==> src/hw/rtl/gtq_pkg.sv <==
`timescale 1ns / 1ps

package gtq_pkg;

   localparam int DEF_ID_BITS   = 10;
   localparam int DEF_MAX_TEAMS = 16;
   localparam int DEF_CAPACITY  = 256;

   localparam int KIND_W   = 2;
   localparam int ELEM_W   = 10;
   localparam int TEAM_W   = 4;
   localparam int STATUS_W = 3;

   localparam logic [KIND_W-1:0] KIND_ASSIGN  = 2'd0;
   localparam logic [KIND_W-1:0] KIND_ENQUEUE = 2'd1;
   localparam logic [KIND_W-1:0] KIND_DEQUEUE = 2'd2;
   localparam logic [KIND_W-1:0] KIND_CLEAR   = 2'd3;

   localparam logic [STATUS_W-1:0] ST_ACCEPTED   = 3'd0;
   localparam logic [STATUS_W-1:0] ST_DEQUEUED   = 3'd1;
   localparam logic [STATUS_W-1:0] ST_EMPTY      = 3'd2;
   localparam logic [STATUS_W-1:0] ST_FULL       = 3'd3;
   localparam logic [STATUS_W-1:0] ST_UNASSIGNED = 3'd4;

   typedef struct packed {
      logic [KIND_W-1:0] kind;
      logic [ELEM_W-1:0] element;
      logic [TEAM_W-1:0] team;
   } req_type;

   typedef struct packed {
      logic [STATUS_W-1:0] status;
      logic [ELEM_W-1:0]   dequeued_element;
   } rsp_type;

   // Strobes from the controller to the datapath.
   typedef struct packed {
      logic                load;
      logic                asg_wr;
      logic                enq_look;
      logic                enq_commit;
      logic                deq_ring_rd;
      logic                deq_rec_rd;
      logic                deq_slot_rd;
      logic                deq_commit;
      logic                init_step;
      logic                clr_step;
      logic                set_res;
      logic [STATUS_W-1:0] res_code;
      logic                rsp_load;
   } cmd_type;

   // Conditions reported by the datapath.
   typedef struct packed {
      logic [KIND_W-1:0] req_kind;
      logic              unassigned;
      logic              full;
      logic              empty;
      logic              init_last;
      logic              clr_last;
      logic              out_free;
   } sts_type;

endpackage

==> src/hw/rtl/gtq_ctrl.sv <==
`timescale 1ns / 1ps

module gtq_ctrl (
   input  logic            clock,
   input  logic            reset,
   input  logic            req_valid,
   output logic            req_stall,
   input  gtq_pkg::sts_type sts,
   output gtq_pkg::cmd_type cmd
);
   import gtq_pkg::*;

   localparam logic [3:0] S_INIT = 4'd0;
   localparam logic [3:0] S_IDLE = 4'd1;
   localparam logic [3:0] S_ASG  = 4'd2;
   localparam logic [3:0] S_ENQ1 = 4'd3;
   localparam logic [3:0] S_ENQ2 = 4'd4;
   localparam logic [3:0] S_DEQ1 = 4'd5;
   localparam logic [3:0] S_DEQ2 = 4'd6;
   localparam logic [3:0] S_DEQ3 = 4'd7;
   localparam logic [3:0] S_DEQ4 = 4'd8;
   localparam logic [3:0] S_CLR  = 4'd9;
   localparam logic [3:0] S_DONE = 4'd10;

   logic [3:0] state_ff;
   logic [3:0] state_in;

   assign req_stall = (state_ff != S_IDLE);

   always_comb begin
      state_in = state_ff;
      cmd      = '0;
      case (state_ff)
         S_INIT: begin
            cmd.init_step = 1'b1;
            if (sts.init_last) begin
               state_in = S_IDLE;
            end
         end
         S_IDLE: begin
            if (req_valid) begin
               cmd.load = 1'b1;
               case (sts.req_kind)
                  KIND_ASSIGN:  state_in = S_ASG;
                  KIND_ENQUEUE: state_in = S_ENQ1;
                  KIND_DEQUEUE: state_in = S_DEQ1;
                  default:      state_in = S_CLR;
               endcase
            end
         end
         S_ASG: begin
            cmd.asg_wr   = 1'b1;
            cmd.set_res  = 1'b1;
            cmd.res_code = ST_ACCEPTED;
            state_in     = S_DONE;
         end
         S_ENQ1: begin
            if (sts.unassigned) begin
               cmd.set_res  = 1'b1;
               cmd.res_code = ST_UNASSIGNED;
               state_in     = S_DONE;
            end else if (sts.full) begin
               cmd.set_res  = 1'b1;
               cmd.res_code = ST_FULL;
               state_in     = S_DONE;
            end else begin
               cmd.enq_look = 1'b1;
               state_in     = S_ENQ2;
            end
         end
         S_ENQ2: begin
            cmd.enq_commit = 1'b1;
            cmd.set_res    = 1'b1;
            cmd.res_code   = ST_ACCEPTED;
            state_in       = S_DONE;
         end
         S_DEQ1: begin
            if (sts.empty) begin
               cmd.set_res  = 1'b1;
               cmd.res_code = ST_EMPTY;
               state_in     = S_DONE;
            end else begin
               cmd.deq_ring_rd = 1'b1;
               state_in        = S_DEQ2;
            end
         end
         S_DEQ2: begin
            cmd.deq_rec_rd = 1'b1;
            state_in       = S_DEQ3;
         end
         S_DEQ3: begin
            cmd.deq_slot_rd = 1'b1;
            state_in        = S_DEQ4;
         end
         S_DEQ4: begin
            cmd.deq_commit = 1'b1;
            cmd.set_res    = 1'b1;
            cmd.res_code   = ST_DEQUEUED;
            state_in       = S_DONE;
         end
         S_CLR: begin
            cmd.clr_step = 1'b1;
            if (sts.clr_last) begin
               cmd.set_res  = 1'b1;
               cmd.res_code = ST_ACCEPTED;
               state_in     = S_DONE;
            end
         end
         S_DONE: begin
            if (sts.out_free) begin
               cmd.rsp_load = 1'b1;
               state_in     = S_IDLE;
            end
         end
         default: begin
            state_in = S_IDLE;
         end
      endcase
   end

   always_ff @(posedge clock) begin
      if (reset) begin
         state_ff <= S_INIT;
      end else begin
         state_ff <= state_in;
      end
   end

endmodule

==> config.mk <==
export PLATFORM = sky130hd
export DESIGN_NAME = gtq_ctrl
export DESIGN_NICKNAME = d
export VERILOG_FILES = /design/src/hw/rtl/gtq_pkg.sv /design/src/hw/rtl/gtq_ctrl.sv
export SDC_FILE = /design/constraint.sdc
export NUM_CORES = 1
export LEC_CHECK = 0
export ABC_CLOCK_PERIOD_IN_PS = 3900
export BUFFER_PORTS_ARGS = -buffer_cell sky130_fd_sc_hd__buf_2
export CORE_MARGIN = 1
export CORE_UTILIZATION = 40
export DETAILED_ROUTE_END_ITERATION = 6
export HOLD_SLACK_MARGIN = 0.15
export PLACE_DENSITY = 0.75
export SETUP_SLACK_MARGIN = 0.2
export SLEW_MARGIN = 40
export SYNTH_ARGS = -nofsm -noshare
export SYNTH_HDL_FRONTEND = slang
export SYNTH_SLANG_ARGS = --single-unit
==> constraint.sdc <==
create_clock -name clock -period 3.9 [get_ports clock]
set_input_delay 0 -clock clock [delete_from_list [all_inputs] [get_ports clock]]
set_output_delay 0 -clock clock [all_outputs]
set_load 0.005 [all_outputs]
# Yosys cells after proc, flatten, opt, wreduce, memory -nomap -nowiden

Index checks and enable logic that the tools add are counted.

Bits in registers: 4
Bits of input ports: 11

Eq/ne operators: 17
Multiplexer cells: 30
Reduce and logical (&&, ||, !) cells: 5

Operator list:

| kind               | number |
|---|---|
| $mux 4             | 11 |
| $pmux 4 s9         | 1 |
| $pmux 4 s5         | 1 |
| $eq 4x3->1 const B | 4 |
| $mux 1             | 16 |
| $eq 4x4->1 const B | 3 |
| $pmux 4 s3         | 1 |
| $eq 4x2->1 const B | 2 |
| $ne 2x2->1 const B | 4 |
| $eq 4x1->1 const B | 1 |
| $logic_not 4->1    | 1 |
| $ne 4x1->1 const B | 1 |
| $reduce_and 4->1   | 1 |
| $reduce_or 3->1    | 1 |
| $eq 2x1->1 const B | 1 |
| $eq 2x2->1 const B | 1 |
| $logic_not 2->1    | 1 |
| $reduce_or 2->1    | 1 |

# Logic depth before layout (Yosys ltp)

Gate-level depths: netlist of run 1.

Depth in word-level cells: 4
Gate-level depth with buffers: 5
Depth with buffers taken out: 4

# Worst setup path before layout of run 1

OpenSTA, ideal clock, no wires.

Path kind: reg-to-reg
From: reg state_ff[2]
To: reg state_ff[3]
Setup time: 0.125 ns
Data arrival time: 1.158 ns
Data required time: 3.775 ns
Path slack: 2.617 ns
Stages on the path, launching flop included: 6
Buffers on the path: 1
Cell sequence: dfxtp_1 buf_2 nor2b_4 a21oi_1 nor2_1 o41a_1

Longest elaborated chain between the ends: 3

Ends and longest elaborated chain:

| element                                                               | line            | source |
|---|---|---|
| from (decl)                                                           | gtq_ctrl.sv:25  | `logic [3:0] state_ff;` |
| from (signal assigned)                                                | gtq_ctrl.sv:125 | `state_ff <= state_in;` |
| $eq 4x4->1 (tied with other cells)                                    | gtq_ctrl.sv:33  | `case (state_ff)` |
| $reduce_or 3->1 (no source line) / $ne 2x2->1 (equally long branches) | -               |  |
| $pmux 4 s9 / $reduce_and 4->1 (equally long branches)                 | -               |  |

Several ways; a longest one is shown, not always the timed one.
A chain may end at the register's enable or synchronous reset.

==> results of run 1 <==
==> cells in the final DEF, fill, tap and decap left out, types with 2 or more instances in the layout <==
cell,netlist,final
clkbuf_4,0,3
mux2i_1,2,2
a21oi_1,4,4
nor4_2,3,3
nor3_2,2,2
buf_2,2,26
a31oi_1,2,2
nand2b_1,5,5
nor2b_1,2,2
a211oi_1,2,2
nor3_1,6,6
nor2_1,12,12
dfxtp_1,4,4
o21ai_1,2,2
nor3b_1,3,3
inv_1,3,3
nand2_1,3,3
and3_1,2,2
==> final cells by class <==
cell class | count | area, sq um | share of cell area, %
Sequential cell | 4 | 80.08 | 10.63
Tap cell | 15 | 18.77 | 2.492
Timing Repair Buffer | 27 | 140.1 | 18.60
Inverter | 4 | 15.01 | 1.993
Clock buffer | 3 | 22.52 | 2.990
Multi-Input combinational cell | 68 | 476.7 | 63.29
==> logic make-up (layout without fill, tap and decap cells) <==
group,after synthesis,count (layout),share of synthesized area [%]
multiplexers,3,3,5.622
buffers and inverters,10,34,10.64
flip-flops,4,4,12.85
AND/OR/NAND/NOR,45,45,46.38
AO/OA/AOI/OAI,20,20,24.50
==> final timing paths <==
| kind | startpoint | to | slack [ps] | cells after the start |
|---|---|---|---|---|
| setup / recovery | state_ff[3] | cmd[4] | 2010 | 4 |
| hold / removal | sts[0] | state_ff[1] | 160 | 4 |
| setup reg to reg | state_ff[3] | state_ff[1] | 2240 | 4 |
| hold reg to reg | state_ff[2] | state_ff[0] | 770 | 2 |
==> cell usage after synthesis (2+ instances only) <==
cell type  instances
a31oi_1            2
buf_2              2
nor3_1             6
a21oi_1            4
inv_1              3
o21ai_1            2
nor3_2             2
nor2_1            12
and3_1             2
buf_6              3
nor3b_1            3
nand2_1            3
dfxtp_1            4
nor2b_1            2
a211oi_1           2
nor4_2             3
mux2i_1            2
nand2b_1           5
==> tightest hold or removal path: stages <==
cell	delay, ps
buf_2	120
nor3_2	60
a21oi_1	110
nor3_1	50
==> power by group <==
group / switching [mW] / internal [mW]
Clock: 0.0184 / 0.0345
Sequential: 0.00636 / 0.0427
Combinational: 0.0229 / 0.0213
Total: 0.0477 / 0.0985
==> per-layer routing <==
metal | GRT usage (%) | vias up
li1 | - | 349
met1 | 24.35 | 319
met2 | 31.87 | 32
met3 | 4.348 | 2
met4 | 5.806 | 0
met5 | 0 | -
==> metrics by stage <==
step / cell area (sq um) / instances / util, % / power [mW] / worst slack [ps]
finish: 753.2 / 121 / 55.13 / 0.1462 / 2014
detailed placement: 720.7 / 117 / 52.75 / 0.09227 / 2230
CTS: 753.2 / 121 / 55.13 / 0.1466 / 1999
global route: 753.2 / 121 / 55.13 / 0.1562 / 1871
global placement: 720.7 / 117 / 52.75 / 0.09197 / 2314
floorplan: 623.1 / 82 / - / 0.07999 / 2617
==> flow_metrics.env, run 1 <==
export IMPL_cpPeakStageDelay_ps=670
export IMPL_postCtsResizedCells=0
export IMPL_slew_headroom_pct=62.07
export IMPL_syn_area_sq_um=623.1
export IMPL_grt_use_total_pct=19.16
export IMPL_cts_sinks=4
export IMPL_antenna_left=0
export IMPL_area_growth_pct=20.88
export IMPL_yosys_top_cells_area="dfxtp_1, nor2_1, nor4_2"
export IMPL_fin_crit_ps=1886
export IMPL_largest_reg_flops=4
export IMPL_overflow=0
export IMPL_p_leak_nw=0.3666
export IMPL_viasPerCell=5.802
export IMPL_placement_io_buffers=26
export IMPL_ys_ff_latch=4
export IMPL_seq_area_frac_synth_pct=12.85
export IMPL_vias=702
export IMPL_final_max_slew_viol_count=0
export IMPL_die_w_microns=41.47
export IMPL_synth_top_area_share_pct=12.85
export IMPL_fillCellCount=139
export IMPL_skew_ps=1.459
export IMPL_hpwl_mm=1.206
export IMPL_grt_first_pass_wirelength_mm=2.656
export IMPL_detail_route_iter0_violations=35
export IMPL_worstPathCellList="nand2b_1 > nor3_2 > o32a_1 > buf_2"
export IMPL_numCtsBuffers=3
export IMPL_cts_tree="built"
export IMPL_path_buf_inv=1
export IMPL_drv_cap=0
export IMPL_nets=119
export IMPL_setup_worst_path_end_class="output port"
export IMPL_met2WireLength_microns=760
export IMPL_setup_viol=0
export IMPL_wire_per_inst_microns=13.23
export IMPL_reg_top3="state_ff: 4 flops"
export IMPL_path_clk_slew_ps=40
export IMPL_antenna_found_initial=0
export IMPL_synth_avg_cell_area_sq_um=7.599
export IMPL_ys_flop_type="dfxtp_1"
export IMPL_gp_congestion=0.8237
export IMPL_critPathMaxFanout=17
export IMPL_clock_root_buffer="clkbuf_4"
export IMPL_drive_above_1_share_pct=40.57
export IMPL_holdCritPathClass="in -> reg"
export IMPL_hold_worst_slack_ps=158.2
export IMPL_finalWirelength_mm=1.601
export IMPL_cts_path_max_buffers=2
export IMPL_synthCells=82
export IMPL_wl_met1_microns=708
export IMPL_cts_hold_buf=1
export IMPL_die_area_sq_um=1720
export IMPL_tightest_slew_ps=568.2
export IMPL_grt_pass1_vias=633
export IMPL_status="finished clean"
export IMPL_worstSetupStartpointType="flip-flop"
export IMPL_fin_crit_sh_pct=48.36
export IMPL_drc_errors=0
export IMPL_synth_async_sr_flop_share_pct=0
export IMPL_irDropWorstVdd_mv=0.1194
export IMPL_crit_family="flip-flops"
export IMPL_die_h_microns=41.47
export IMPL_regMostFlops="state_ff"
export IMPL_synth_largest_area_cell="dfxtp_1"
export IMPL_rsz0062_at_grt="false"
export IMPL_clk_latency_ps=240
export IMPL_htreeDepth=1
export IMPL_max_freq_mhz=530.2
export IMPL_post_cts_buffers=0
export IMPL_rows=13
export IMPL_tns_ps=0
export IMPL_drt_pass1_iterations=4
export IMPL_synth_enable_flop_cells=0
export IMPL_ios=27
export IMPL_hold_viol_final=0
export IMPL_start_util_pct=45.60
export IMPL_ys_warnings_count=0
export IMPL_maxUsedRoutingLayer="met4"
export IMPL_ys_types=38
export IMPL_power_density_nw_per_um2=194.1
export IMPL_wl_met3_microns=121
export IMPL_syn_nets=93
export IMPL_cp_required_ps=3900
export IMPL_critPathKind="reg -> out"
export IMPL_grt_max_degree=18
export IMPL_worstPathArrival_ps=1890
export IMPL_antenna_cells=0
export IMPL_core_area_sq_um=1366
export IMPL_cp_slowest_cell="dfxtp_1"
No activity file was read; power rests on OpenSTA's default activity.
==> inputs of run 2 (changes only) <==
--- a/config.mk
+++ b/config.mk
@@ -5,11 +5,12 @@
 export SDC_FILE = /design/constraint.sdc
 export NUM_CORES = 1
 export LEC_CHECK = 0
-export ABC_CLOCK_PERIOD_IN_PS = 3900
+export ABC_AREA = 1
+export ABC_CLOCK_PERIOD_IN_PS = 1580
 export BUFFER_PORTS_ARGS = -buffer_cell sky130_fd_sc_hd__buf_2
-export CORE_MARGIN = 1
-export CORE_UTILIZATION = 40
+export CORE_AREA = 2 2 39 41
 export DETAILED_ROUTE_END_ITERATION = 6
+export DIE_AREA = 0 0 41 43
 export HOLD_SLACK_MARGIN = 0.15
 export PLACE_DENSITY = 0.75
 export SETUP_SLACK_MARGIN = 0.2
==> constraint.sdc (replaced) <==
create_clock -name clock -period 1.58 [get_ports clock]
set_input_delay 0 -clock clock [delete_from_list [all_inputs] [get_ports clock]]
set_output_delay 0 -clock clock [all_outputs]
set_load 0.005 [all_outputs]
==> run 2 against run 1 <==
Against the previous run: clock skew is essentially flat; synthesized cell count increased by 17%; first-iteration DRC count fell by 71%; final cell count grew 18%; utilization is 4.9 points lower; register-to-register slack worse by 1900 ps; wire length decreased by 14%; highest routed layer unchanged.
==> flow_metrics.env, run 2 <==
export IMPL_status="finished clean"
export IMPL_die_h_microns=43
export IMPL_critPathMaxFanout=8
export IMPL_cts_path_max_buffers=2
export IMPL_seq_area_frac_synth_pct=16.93
export IMPL_drt_pass1_iterations=4
export IMPL_cts_tree="built"
export IMPL_worstPathArrival_ps=1290
export IMPL_ys_flop_type="dfxtp_1"
export IMPL_path_clk_slew_ps=40
export IMPL_vias=677
export IMPL_syn_area_sq_um=473.0
export IMPL_synth_avg_cell_area_sq_um=4.927
export IMPL_tightest_slew_ps=191.2
export IMPL_cts_sinks=4
export IMPL_area_growth_pct=47.09
export IMPL_hold_worst_slack_ps=181.4
export IMPL_grt_max_degree=9
export IMPL_holdCritPathClass="in -> reg"
export IMPL_yosys_top_cells_area="nand2_1, inv_1, dfxtp_1"
export IMPL_hpwl_mm=1.149
export IMPL_irDropWorstVdd_mv=0.7499
export IMPL_nets=140
export IMPL_drc_errors=0
export IMPL_placement_io_buffers=26
export IMPL_htreeDepth=1
export IMPL_tns_ps=0
export IMPL_drv_cap=0
export IMPL_grt_use_total_pct=18.98
export IMPL_die_area_sq_um=1763
export IMPL_fin_crit_sh_pct=81.52
export IMPL_fin_crit_ps=1288
export IMPL_max_freq_mhz=776.4
export IMPL_synth_enable_flop_cells=0
export IMPL_start_util_pct=34.18
export IMPL_synth_async_sr_flop_share_pct=0
export IMPL_p_leak_nw=0.4830
export IMPL_grt_first_pass_wirelength_mm=2.318
export IMPL_cp_required_ps=1580
export IMPL_largest_reg_flops=4
export IMPL_clock_root_buffer="clkbuf_4"
export IMPL_synthCells=96
export IMPL_gp_congestion=0.9288
export IMPL_core_area_sq_um=1384
export IMPL_synth_top_area_share_pct=21.43
export IMPL_hold_viol_final=0
export IMPL_ios=27
export IMPL_finalWirelength_mm=1.370
export IMPL_viasPerCell=4.734
export IMPL_layout_common_cells="nand2_1, buf_2, inv_1, nand3_1, nor2_1"
export IMPL_clk_latency_ps=230
export IMPL_wire_per_inst_microns=9.580
export IMPL_ys_warnings_count=0
export IMPL_final_max_slew_viol_count=0
export IMPL_rows=14
export IMPL_antenna_cells=0
export IMPL_skew_ps=1.520
export IMPL_overflow=0
export IMPL_die_w_microns=41
export IMPL_worstSetupStartpointType="flip-flop"
export IMPL_critPathKind="reg -> out"
export IMPL_drive_above_1_share_pct=33.07
export IMPL_setup_worst_path_end_class="output port"
export IMPL_final_common_cell="nand2_1"
export IMPL_ys_ff_latch=4
export IMPL_setup_viol=0
export IMPL_syn_nets=107
export IMPL_antenna_left=0
export IMPL_synthTopCellsByCount="nand2_1, inv_1, nor2_1, nand3_1, o21ai_0"
export IMPL_ys_types=14
export IMPL_rsz0062_at_grt="true"
export IMPL_power_density_nw_per_um2=1358
export IMPL_grt_pass1_vias=628
export IMPL_synth_largest_area_cell="nand2_1"
export IMPL_synth_most_common_cell="nand2_1"
export IMPL_regMostFlops="state_ff"
export IMPL_slew_headroom_pct=87.12
export IMPL_antenna_found_initial=0
export IMPL_detail_route_iter0_violations=10
export IMPL_reg_top3="state_ff: 4 flops"
export IMPL_numCtsBuffers=3
## run 2: worst paths after layout
path	end	startpoint	slack [ps]	depth (start not counted)
max	cmd[4]	state_ff[3]	290	6
min reg2reg	state_ff[0]	state_ff[0]	540	2
min	state_ff[2]	sts[6]	180	4
max reg2reg	state_ff[3]	state_ff[3]	340	7
## run 2: cells by family after synthesis
| kind of cell | share of synthesized area (%) |
|---|---|
| compound gates | 10.58 |
| buf+inv | 19.05 |
| flops | 16.93 |
| simple gates | 53.44 |
## run 2: layer usage
layer	up-vias	routed length, microns	global-route usage, %
met1	296	575	20.90
li1	359	-	-
met3	2	70	3.141
met4	0	8	10.00
met2	20	715	32.19
met5	-	0	0
## run 2: area by class of cell
class | instances | area [sq um]
inverters | 24 | 90.09
well taps | 16 | 20.02
clock buffers | 3 | 22.52
multi-input cells | 68 | 322.8
repair buffers | 28 | 150.1
flip-flops and latches | 4 | 90.09
fillers | 162 | 688.2
## run 2: repair_timing
action,4_1_cts,5_1_grt
hold endpoints to repair,4,0
hold buffers,2,0
setup endpoints to repair,1,9
buffers inserted,0,0
resized for setup,2,11
pin swaps,0,0
## run 2: report_power, final
group | switching [mW] | internal, mW | total, mW
registers | 0.0691 | 0.149 | 0.218
logic | 0.364 | 0.236 | 0.600
clock network | 0.0413 | 0.0849 | 0.126
## run 2: metrics by stage
step / setup slack, ps / cells / utilization [%] / power [mW] / cell area, sq um
after detailed placement: 258.9 / 138 / 45.03 / 0.7591 / 623.1
after global routing: 190.6 / 143 / 50.27 / 1.049 / 695.7
after global placement: 306.6 / 138 / 45.03 / 0.7464 / 623.1
final: 292.0 / 143 / 50.27 / 0.9449 / 695.7
after CTS: 210.1 / 143 / 48.37 / 0.9056 / 669.4
after floorplan: 474.3 / 96 / - / 0.5664 / 473.0
## run 2: critical path, cell delays in order, from the launching register on
cell and delay [ps]:
dfxtp_2 360, nor2_2 190, nand2_1 120, nand2_1 80
nor2_1 50, o21ai_0 120, buf_2 130
